<file path="src/hw/rtl/tdpt_pkg.sv">
// Shared types for the trial division prime test block.
package tdpt_pkg;

  typedef enum logic [1:0] {
    ST_IDLE,
    ST_RUN,
    ST_OUT
  } state_e;

  // Status from the serial divider to the control FSM.
  typedef struct packed {
    logic done;
    logic rem_zero;
  } div_stat_t;

endpackage

</file>
<file path="src/hw/rtl/tdpt_div_serial.sv">
// Radix-2 restoring divider, one quotient bit per cycle, narrow remainder path.
module tdpt_div_serial #(
  parameter int WIDTH = 32
) (
  input  logic                              clk_i,
  input  logic                              rst_ni,
  input  logic                              start_i,
  input  logic [WIDTH-2:0]                  dividend_i,
  input  logic [WIDTH/2:0]                  divisor_i,
  output logic [WIDTH-2:0]                  quotient_o,
  output tdpt_pkg::div_stat_t               stat_o
);

  localparam int N  = WIDTH - 1;
  localparam int DW = WIDTH / 2 + 1;
  localparam int CW = $clog2(N);

  logic          busy_q, busy_d;
  logic          done_q, done_d;
  logic [CW-1:0] cnt_q, cnt_d;
  logic [N-1:0]  dvd_q, dvd_d;
  logic [N-1:0]  quo_q, quo_d;
  logic [DW-1:0] rem_q, rem_d;
  logic [DW-1:0] dsr_q, dsr_d;

  logic [DW:0]   trial;
  logic [DW:0]   diff;
  logic          ge;
  logic          last;

  // remainder stays below the divisor, so DW+1 bits cover the shifted trial value
  assign trial = {rem_q, dvd_q[N-1]};
  assign diff  = trial - {1'b0, dsr_q};
  assign ge    = trial >= {1'b0, dsr_q};
  assign last  = cnt_q == CW'(N - 1);

  always_comb begin
    busy_d = busy_q;
    done_d = 1'b0;
    cnt_d  = cnt_q;
    dvd_d  = dvd_q;
    quo_d  = quo_q;
    rem_d  = rem_q;
    dsr_d  = dsr_q;
    if (start_i) begin
      busy_d = 1'b1;
      cnt_d  = '0;
      dvd_d  = dividend_i;
      quo_d  = '0;
      rem_d  = '0;
      dsr_d  = divisor_i;
    end else if (busy_q) begin
      dvd_d = {dvd_q[N-2:0], 1'b0};
      quo_d = {quo_q[N-2:0], ge};
      rem_d = ge ? diff[DW-1:0] : trial[DW-1:0];
      cnt_d = cnt_q + CW'(1);
      if (last) begin
        busy_d = 1'b0;
        done_d = 1'b1;
      end
    end
  end

  always_ff @(posedge clk_i or negedge rst_ni) begin
    if (!rst_ni) begin
      busy_q <= 1'b0;
      done_q <= 1'b0;
      cnt_q  <= '0;
    end else begin
      busy_q <= busy_d;
      done_q <= done_d;
      cnt_q  <= cnt_d;
    end
  end

  always_ff @(posedge clk_i) begin
    dvd_q <= dvd_d;
    quo_q <= quo_d;
    rem_q <= rem_d;
    dsr_q <= dsr_d;
  end

  assign quotient_o      = quo_q;
  assign stat_o.done     = done_q;
  assign stat_o.rem_zero = rem_q == '0;

  a_start_idle : assert property (@(posedge clk_i) disable iff (!rst_ni)
    start_i |-> !busy_q)
    else $error("divider started while busy");

  a_last_done : assert property (@(posedge clk_i) disable iff (!rst_ni)
    (busy_q && !start_i && last) |=> (done_q && !busy_q))
    else $error("divider did not finish after last step");

  a_rem_bound : assert property (@(posedge clk_i) disable iff (!rst_ni)
    done_q |-> (rem_q < dsr_q))
    else $error("remainder not below divisor");

endmodule

</file>
<file path="config.mk">
export PLATFORM = sky130hd
export DESIGN_NAME = tdpt_div_serial
export DESIGN_NICKNAME = d
export VERILOG_FILES = /design/src/hw/rtl/tdpt_pkg.sv /design/src/hw/rtl/tdpt_div_serial.sv
export SDC_FILE = /design/constraint.sdc
export NUM_CORES = 1
export LEC_CHECK = 0
export ABC_AREA = 0
export BUFFER_PORTS_ARGS = -buffer_cell sky130_fd_sc_hd__buf_4
export CELL_PAD_IN_SITES_DETAIL_PLACEMENT = 1
export CELL_PAD_IN_SITES_GLOBAL_PLACEMENT = 1
export CORE_MARGIN = 4
export CORE_UTILIZATION = 25
export DETAILED_ROUTE_END_ITERATION = 8
export GPL_TIMING_DRIVEN = 0
export PLACE_DENSITY_LB_ADDON = 0.1
export REMOVE_ABC_BUFFERS = 1
export SYNTH_ARGS = -nofsm -noshare
export SYNTH_HDL_FRONTEND = slang
export SYNTH_SLANG_ARGS = --single-unit
</file>
<file path="constraint.sdc">
create_clock -name clk_i -period 5.8 [get_ports clk_i]
set_clock_uncertainty 0.2 [all_clocks]
set_input_delay 0.58 -clock clk_i [delete_from_list [all_inputs] [get_ports clk_i]]
set_output_delay 0.58 -clock clk_i [all_outputs]
set_load 0.05 [all_outputs]
</file>
After elaboration in Yosys (flattened, before gate mapping)
Index checks and enable logic that the tools add are counted.
W data, S select, Z words.
{ "totals": {"wordCells": 24, "rom_bits": 0, "inputBits": 51, "memories": 0, "out_inout_bits": 33, "mem_bits_rw": 0, "reg_bits": 103, "latch_bits": 0} }
{ "op_classes": {"multipliers": 0, "muxes": 11, "bitwise": 0, "shifts": 0, "div": 0, "n_addsub": 2, "eq_ne": 1, "reduce_logical": 2, "magnitude_cmp": 1} }
{ "op_table": {"columns": ["cell", "n"], "rows": [
  ["$mux W31", 2],
  ["$ge A18 B17 Y1", 1],
  ["$logic_not A17 Y1", 1],
  ["$mux W17", 1],
  ["$sub A17 B17 Y17", 1],
  ["$mux W5", 2],
  ["$mux W1", 6],
  ["$add A5 B1 Y5 const B", 1],
  ["$eq A5 B5 Y1 const B", 1],
  ["$reduce_bool A2 Y1", 1]
]} }

Depth between registers and ports, before layout
Gate-level depths: netlist (run 1).
{ "depth": {"word_depth": 4, "depth_mapped": 11, "ltp_nobuf": 10} }

Worst setup path before layout (run 1)
OpenSTA, ideal clock, no wires.
{ "synth_timing": {"path_kind": "register to output", "start": "reg rem_q[0]", "end": "out stat_o[0] in the netlist's numbering", "required_time_ns": 5.020, "arrival_ns": 2.169, "path_buffers": 0, "path_slack_ns": 2.851, "stages_incl_launch_ff": 4, "cell_sequence": "dfxtp_1 -> nor4_1 -> nand4_1 -> nor4_1"} }
{ "synth_lines": {"columns": ["item", "line", "rtl"], "rows": [
  ["start: declaration", "tdpt_div_serial.sv:23", "logic [DW-1:0] rem_q, rem_d;"],
  ["start signal: assignment", "tdpt_div_serial.sv:79", "rem_q <= rem_d;"],
  ["end: declaration", "tdpt_div_serial.sv:11", "output tdpt_pkg::div_stat_t stat_o"]
]} }

Final worst setup path (run 1)
{ "layout_timing": {"start": "reg dvd_q[30]", "end": "reg rem_q[10]"} }
{ "layout_via": {"elab_chain_cells": 2, "word_cells_on_any_way": 3, "classes_between": "1 x add/sub; 1 x order compare; 1 x mux"} }
{ "layout_lines": {"columns": ["item", "line", "rtl"], "rows": [
  ["start: declaration", "tdpt_div_serial.sv:21", "logic [N-1:0] dvd_q, dvd_d;"],
  ["start signal: assignment", "tdpt_div_serial.sv:77", "dvd_q <= dvd_d;"],
  ["$sub A17 B17 Y17 or $ge A18 B17 Y1 (tied branches)", "tdpt_div_serial.sv:33, tdpt_div_serial.sv:34", null],
  ["$mux W17 (*)", "tdpt_div_serial.sv:55", "rem_d = ge ? diff[DW-1:0] : trial[DW-1:0];"]
]} }
Mark *: on every way between the ends. The rest lies on a longest branch, timed or not.
A chain may end at the register's enable or synchronous reset.

==> results.cfg, run 1 <==
[cells_and_area]
antennaDiodeCount = 0
nets = 589
drive_above_1_share_pct = 25.6
multi_input_area_um2 = 2180
ff_latch_area_um2 = 2580
layoutNonFillerInstCount = 788
n_fill_cell = 2169
areaGrowthSynthToFinish_pct = 23.7

[place]
port_buffers = 83
dp.cells = 771
globalplace.congestion = 0.755
hpwl_mm = 8.49

[logic_synthesis]
postSynth.topFlopCell = edfxtp_1
synth_simple_gate_area_share_pct = 11.6
synth_compound_area_share_pct = 11.2
synth_cells = 448
synth_sequential_area_ratio_pct = 52.1
post_synth_xor_area_fraction_pct = 2.48
yosys_warnings = 0
synth_adder_area_share_pct = 5.21
ys_ff_latch = 103
synthesis.area_per_instance_um2 = 11.0
yosys.cell_types.count = 53
synth-async-reset-ratio_pct = 6.80
dominant_combinational_cell_family_by_area_after_synthesis = multiplexers
synth_enable_flop_cells = 48
synth.cell_area_um2 = 4950
yosys-mux-area-fraction_pct = 13.5

[clock_tree]
path_clk_slew_ps = 80
tritoncts = yes
cts_root_buf = clkbuf_16
clock_network_latency_to_the_later_pin_of_the_worst_skew_pair_ps = 350
postCtsSetupRepairBufs = 0
cts.repair.resized = 0
postCtsHoldBufs = 1
maximum_clock_insertion_buffer_count = 2
total_clock_sinks = 103
htreeDepth = 3
tritoncts_buffer_count = 9

[floorplan]
dieWidth_um = 149
design.core.area_um2 = 19500
top_level_ports = 84
chipHeight_um = 149
die_area_um2 = 22100
initial_utilization_pct = 25.4
fp-row-count = 51

[worst_setup_path]
worstSetupPathType = flop to flop
crit_start = dvd_q[30]
worst-endpoint-arrival_ps = 3820
worst_ep_required_time_ps = 5850
crit_path_end_kind = flop
worst-r2r-cell-count = 10
rrSetupSlack_ps = 2030
critical_path.reg2reg.endpoint = rem_q[10]
critPathCapture = rem_q[10]
timing.critical_path.fanout_max = 23
worstReg2RegStart = dvd_q[30]
critical_path_start_type = flop

[pwr]
static-leakage-power_nw = 2.70
power.switching_w = 0.000396
p_comb_share_pct = 9.7
p_sw_share_pct = 25.1
internal_power_summed_over_all_cells_w = 0.00118
power_density_over_the_cells_nw_per_um2 = 258
clock_power_share_pct = 38.8
vdd.ir_drop.worst_mv = 0.125
totalPowerFinal_w = 0.00158
seq_power_share_pct = 51.4

[global_route]
grt_pass1_wl_mm = 20.3
grt-ovfl-total = 0
antenna_found_initial = 0
grtUsageTotal_pct = 11.6
grt_max_degree = 99
vias_in_the_first_global_route = 3795

[sta]
totalNegativeSetupSlack_ps = 0
max_slew.worst_pin.slew_ps = 1240
min_period_over_period_pct = 65.0
grt_setup_unrepaired = no
setup_viol_count_final = 0
achievable_frequency_mhz = 265
period_minus_slack_ps = 3770
final.hold.worst_slack_ps = 198
timing.final.hold_violations = 0
final-max-slew-violation-count = 0
max-slew-margin-rel_pct = 17.4

[route]
postRouteAntennaNets = 0
detailed_route_wire_length_per_cell_um = 15.8
via_count = 3637
post-route-drc-count = 0
routed_via_density = 4.62
firstDrtPassIters = 4
totalWireLength_mm = 12.4
drt-initial-drc-count = 127

[min_path]
hold_depth = 1
worst_hold_path_type = primary input to flop

[run]
maxCapViolCount = 0

[run_status]
result_of_the_run = completed
## flip-flops by register name, summed over array words and instances (netlist names)
signal / count
quotient_o: 31
done_q: 1
dsr_q: 17
busy_q: 1
dvd_q: 31
cnt_q: 5
rem_q: 17
## synth_stat cells (2+ instances only)
cell,instances,share of area [%]
and4_1,3,0.53
a21o_1,4,0.61
nor2_1,57,4.3
buf_2,2,0.20
buf_1,7,0.53
xnor2_1,5,0.88
nand2b_1,4,0.51
dfxtp_1,48,19
a32oi_1,5,0.88
o311ai_1,2,0.35
mux2_2,30,6.8
o31ai_1,5,0.76
xor2_1,9,1.6
dfrtp_1,7,3.5
buf_4,2,0.30
and3_1,5,0.63
nand3_1,6,0.61
a21oi_1,16,1.6
nor3_1,3,0.30
inv_1,23,1.7
and2_1,2,0.25
a311oi_1,9,1.6
nand4_1,8,1.0
mux2i_1,33,6.7
nor2b_1,2,0.25
o311ai_0,2,0.35
o21ai_0,7,0.71
nor4_1,6,0.76
edfxtp_1,48,29
clkbuf_1,15,1.1
a211oi_1,5,0.76
ha_1,19,4.8
o21ai_1,4,0.40
nand2_1,26,2.0
## through the flow
stage | setup slack [ps] | area, um^2 | utilization, %
2_1_floorplan | 2440 | 4840 | -
5_1_grt | 1630 | 6120 | 31.4
3_5_place_dp | 1970 | 5820 | 29.9
4_1_cts | 1950 | 6120 | 31.4
3_3_place_gp | 1080 | 5800 | 29.8
6_report | 2030 | 6120 | 31.4
## worst max-delay path, stage by stage (launching register included)
cell,delay [ps]
edfxtp_1,390
inv_1,70
ha_1,160
inv_1,60
fa_1,400
a21o_1,240
a221oi_4,360
o221ai_2,290
a31oi_2,1060
nand2_1,150
a311oi_1,270
## metal layers
layer  vias to the layer above  wire length, um  GRT usage, %
li1                       1777                -             -
met1                      1781             5620          14.6
met2                        69             5780          18.4
met3                        10              843          4.57
met4                         0              182          3.37
met5                         -                0             0
## cell type report
cell class | instances | share of cell area, %
clock buffers | 10 | 3.76
clock inverters | 6 | 1.02
inverters | 23 | 1.41
multi-input cells | 296 | 35.6
flip-flops and latches | 103 | 42.1
well taps | 265 | 5.42
repair buffers | 85 | 10.7
## logic make-up (layout without fill, tap and decap cells)
logic type	after synthesis	in the layout
XOR/XNOR	14	14
AND/OR/NAND/NOR	125	125
buffers and inverters	49	124
AO/OA/AOI/OAI	74	74
adder cells (fa/ha/maj)	20	20
flip-flops	103	103
multiplexers	63	63
## how the worst min path moves through the flow
| stage | startpoint | endpoint | slack [ps] |
|---|---|---|---|
| 2_1_floorplan | rst_ni | busy_q | 80 |
| 3_3_place_gp | rst_ni | cnt_q[2] | 200 |
| 3_5_place_dp | rst_ni | cnt_q[2] | 200 |
| 4_1_cts | divisor_i[16] | dsr_q[16] | 180 |
| 5_1_grt | divisor_i[1] | dsr_q[1] | 180 |
| 6_report | divisor_i[7] | dsr_q[7] | 200 |
## placed cells by master, fill, tap and decap left out, types with 2 or more instances in the layout
cell	count
o311ai_0	2
and3_1	5
a32oi_1	5
nand2_1	26
a311oi_1	9
and2_1	2
mux2_2	30
buf_4	83
o31ai_1	5
o311ai_1	2
nor2_1	57
nor2b_1	2
xor2_1	9
inv_8	2
and4_1	3
inv_1	23
o21ai_1	4
a21oi_1	16
mux2i_1	33
nand2b_1	4
a211oi_1	5
dfrtp_1	6
nand3_1	6
clkbuf_16	9
xnor2_1	5
o21ai_0	7
nor3_1	3
ha_1	19
edfxtp_1	48
nor4_1	6
dfxtp_1	48
a21o_1	4
nand4_1	8
## power by group through the flow
stage               Clock, W  Sequential (W)  Combinational (W)
floorplan                  0        0.000824          0.0000926
global placement           0        0.000828           0.000153
detailed placement         0        0.000828           0.000155
CTS                 0.000648        0.000812           0.000157
global route        0.000668        0.000816           0.000173
finish              0.000612        0.000811           0.000154
(Power assumes the default switching activity.)
==> inputs of run 2 (changes only) <==
clock period = 3.5 ns   (was 5.8 ns; I/O delays follow)
==> results.cfg, run 2 (synthesized netlist as in run 1, its figures left out) <==
[run_status]
result_of_the_run = completed

[global_route]
grtUsageTotal_pct = 11.6
grt_max_degree = 99
grt_pass1_wl_mm = 20.4
vias_in_the_first_global_route = 3885
grt-ovfl-total = 0
antenna_found_initial = 0

[clock_tree]
cts_root_buf = clkbuf_16
path_clk_slew_ps = 80
tritoncts_buffer_count = 9
total_clock_sinks = 103
htreeDepth = 3
clock_network_latency_to_the_later_pin_of_the_worst_skew_pair_ps = 350
tritoncts = yes
maximum_clock_insertion_buffer_count = 2

[cells_and_area]
drive_above_1_share_pct = 25.0
areaGrowthSynthToFinish_pct = 27.5
mostFrequentLayoutCell = buf_4
n_fill_cell = 2166
antennaDiodeCount = 0
mostFrequentLayoutCells = buf_4, nor2_1, edfxtp_1, dfxtp_1, mux2i_1
finalCoreUtilization_pct = 32.4
nets = 607
final_cell_area_um2 = 6310
layoutNonFillerInstCount = 806

[pwr]
internal_power_summed_over_all_cells_w = 0.00197
vdd.ir_drop.worst_mv = 0.208
power.switching_w = 0.000661
totalPowerFinal_w = 0.00263
static-leakage-power_nw = 2.78
power_density_over_the_cells_nw_per_um2 = 417
p_comb_share_pct = 10.3
p_sw_share_pct = 25.1
clock_power_share_pct = 38.6
seq_power_share_pct = 51.1

[worst_setup_path]
critical_path.cell_chain = inv_1 -> ha_1 -> inv_1 -> fa_1 -> a21o_1 -> a221oi_4 -> o221ai_2 -> a31o_1 -> mux2i_1 -> a211oi_1
worst-endpoint-arrival_ps = 3290
timing.critical_path.max_delay_family = compound AO/OA/AOI/OAI gates
cp_slowest_stage_delay_ps = 490
worst-path-buf-inv = 2
critical_path.most_common_cell = inv_1
crit_path_cell_count = 10
worstReg2RegStart = dvd_q[30]
critPathCapture = rem_q[8]
crit_start = dvd_q[30]
crit_path_top_delay_cell = a31o_1
worstSetupPathType = flop to flop
crit_path_end_kind = flop
timing.critical_path.fanout_max = 11
worst_ep_required_time_ps = 3550
critical_path.reg2reg.endpoint = rem_q[8]
worst-r2r-cell-count = 10
critical_path_start_type = flop
rrSetupSlack_ps = 270

[floorplan]
dieWidth_um = 149
design.core.area_um2 = 19500
die_area_um2 = 22100
initial_utilization_pct = 25.4
top_level_ports = 84
fp-row-count = 51
chipHeight_um = 149

[route]
firstDrtPassIters = 4
via_count = 3700
postRouteAntennaNets = 0
detailed_route_wire_length_per_cell_um = 15.7
totalWireLength_mm = 12.6
post-route-drc-count = 0
drt-initial-drc-count = 122
routed_via_density = 4.59

[place]
hpwl_mm = 8.49
globalplace.congestion = 0.755
port_buffers = 83
dpl_cell_area_um2 = 5820
dp.cells = 771

[sta]
min_period_over_period_pct = 92.4
final.hold.worst_slack_ps = 74.4
achievable_frequency_mhz = 309
period_minus_slack_ps = 3230
max-slew-margin-rel_pct = 19.1
timing.final.hold_violations = 0
max_slew.worst_pin.slew_ps = 1210
setup_viol_count_final = 0
grt_setup_unrepaired = no
final-max-slew-violation-count = 0

[min_path]
worst_hold_path_type = primary input to flop

[run]
maxCapViolCount = 0
## run 2: metrics by stage
stage	TNS, ps	setup WS (ps)
after detailed placement	-4170	-330
after global placement	-43130	-1220
after global routing	0	16.0
after floorplan	0	140
after CTS	0	34.4
final	0	265
## run 2: layout make-up
| type | count | area [um^2] | area share (%) |
|---|---|---|---|
| Multi-Input combinational cell | 297 | 2200 | 34.8 |
| Timing Repair Buffer | 102 | 823 | 13.0 |
| Clock inverter | 6 | 62.6 | 0.991 |
| Inverter | 23 | 86.3 | 1.37 |
| Clock buffer | 10 | 230 | 3.65 |
| Sequential cell | 103 | 2580 | 40.9 |
| Tap cell | 265 | 332 | 5.25 |
## run 2: how the worst min path moves through the flow
| stage | end | startpoint | slack, ps | cells past startpoint |
|---|---|---|---|---|
| floorplan | busy_q | rst_ni | -150 | 0 |
| global placement | cnt_q[2] | rst_ni | -30 | 1 |
| detailed placement | cnt_q[2] | rst_ni | -30 | 1 |
| CTS | dvd_q[0] | dividend_i[0] | 50 | 2 |
| global route | dvd_q[12] | dividend_i[12] | 80 | 2 |
| finish | dvd_q[0] | dividend_i[0] | 70 | 2 |
## run 2: timing repair
item	CTS	global route
hold buffers	18	0
endpoints found under the setup margin	17	17
endpoints found under the hold margin	24	0
gates cloned	0	1
pin swaps	0	1
gates resized for setup	1	0
buffers inserted	0	0
## run 2: power groups by stage
stage / Clock (W) / Combinational, W / Sequential [W]
6_report: 0.00102 / 0.000271 / 0.00134
5_1_grt: 0.00111 / 0.000304 / 0.00135
4_1_cts: 0.00107 / 0.000277 / 0.00135
3_5_place_dp: 0 / 0.000257 / 0.00137
3_3_place_gp: 0 / 0.000254 / 0.00137
2_1_floorplan: 0 / 0.000154 / 0.00137
## run 2: per-layer routing
metal / global-route usage [%] / vias to the layer above / routed length, um
met2: 18.8 / 86 / 5970
li1: - / 1816 / -
met1: 14.6 / 1786 / 5630
met3: 4.08 / 12 / 843
met5: 0 / - / 0
met4: 3.37 / 0 / 185
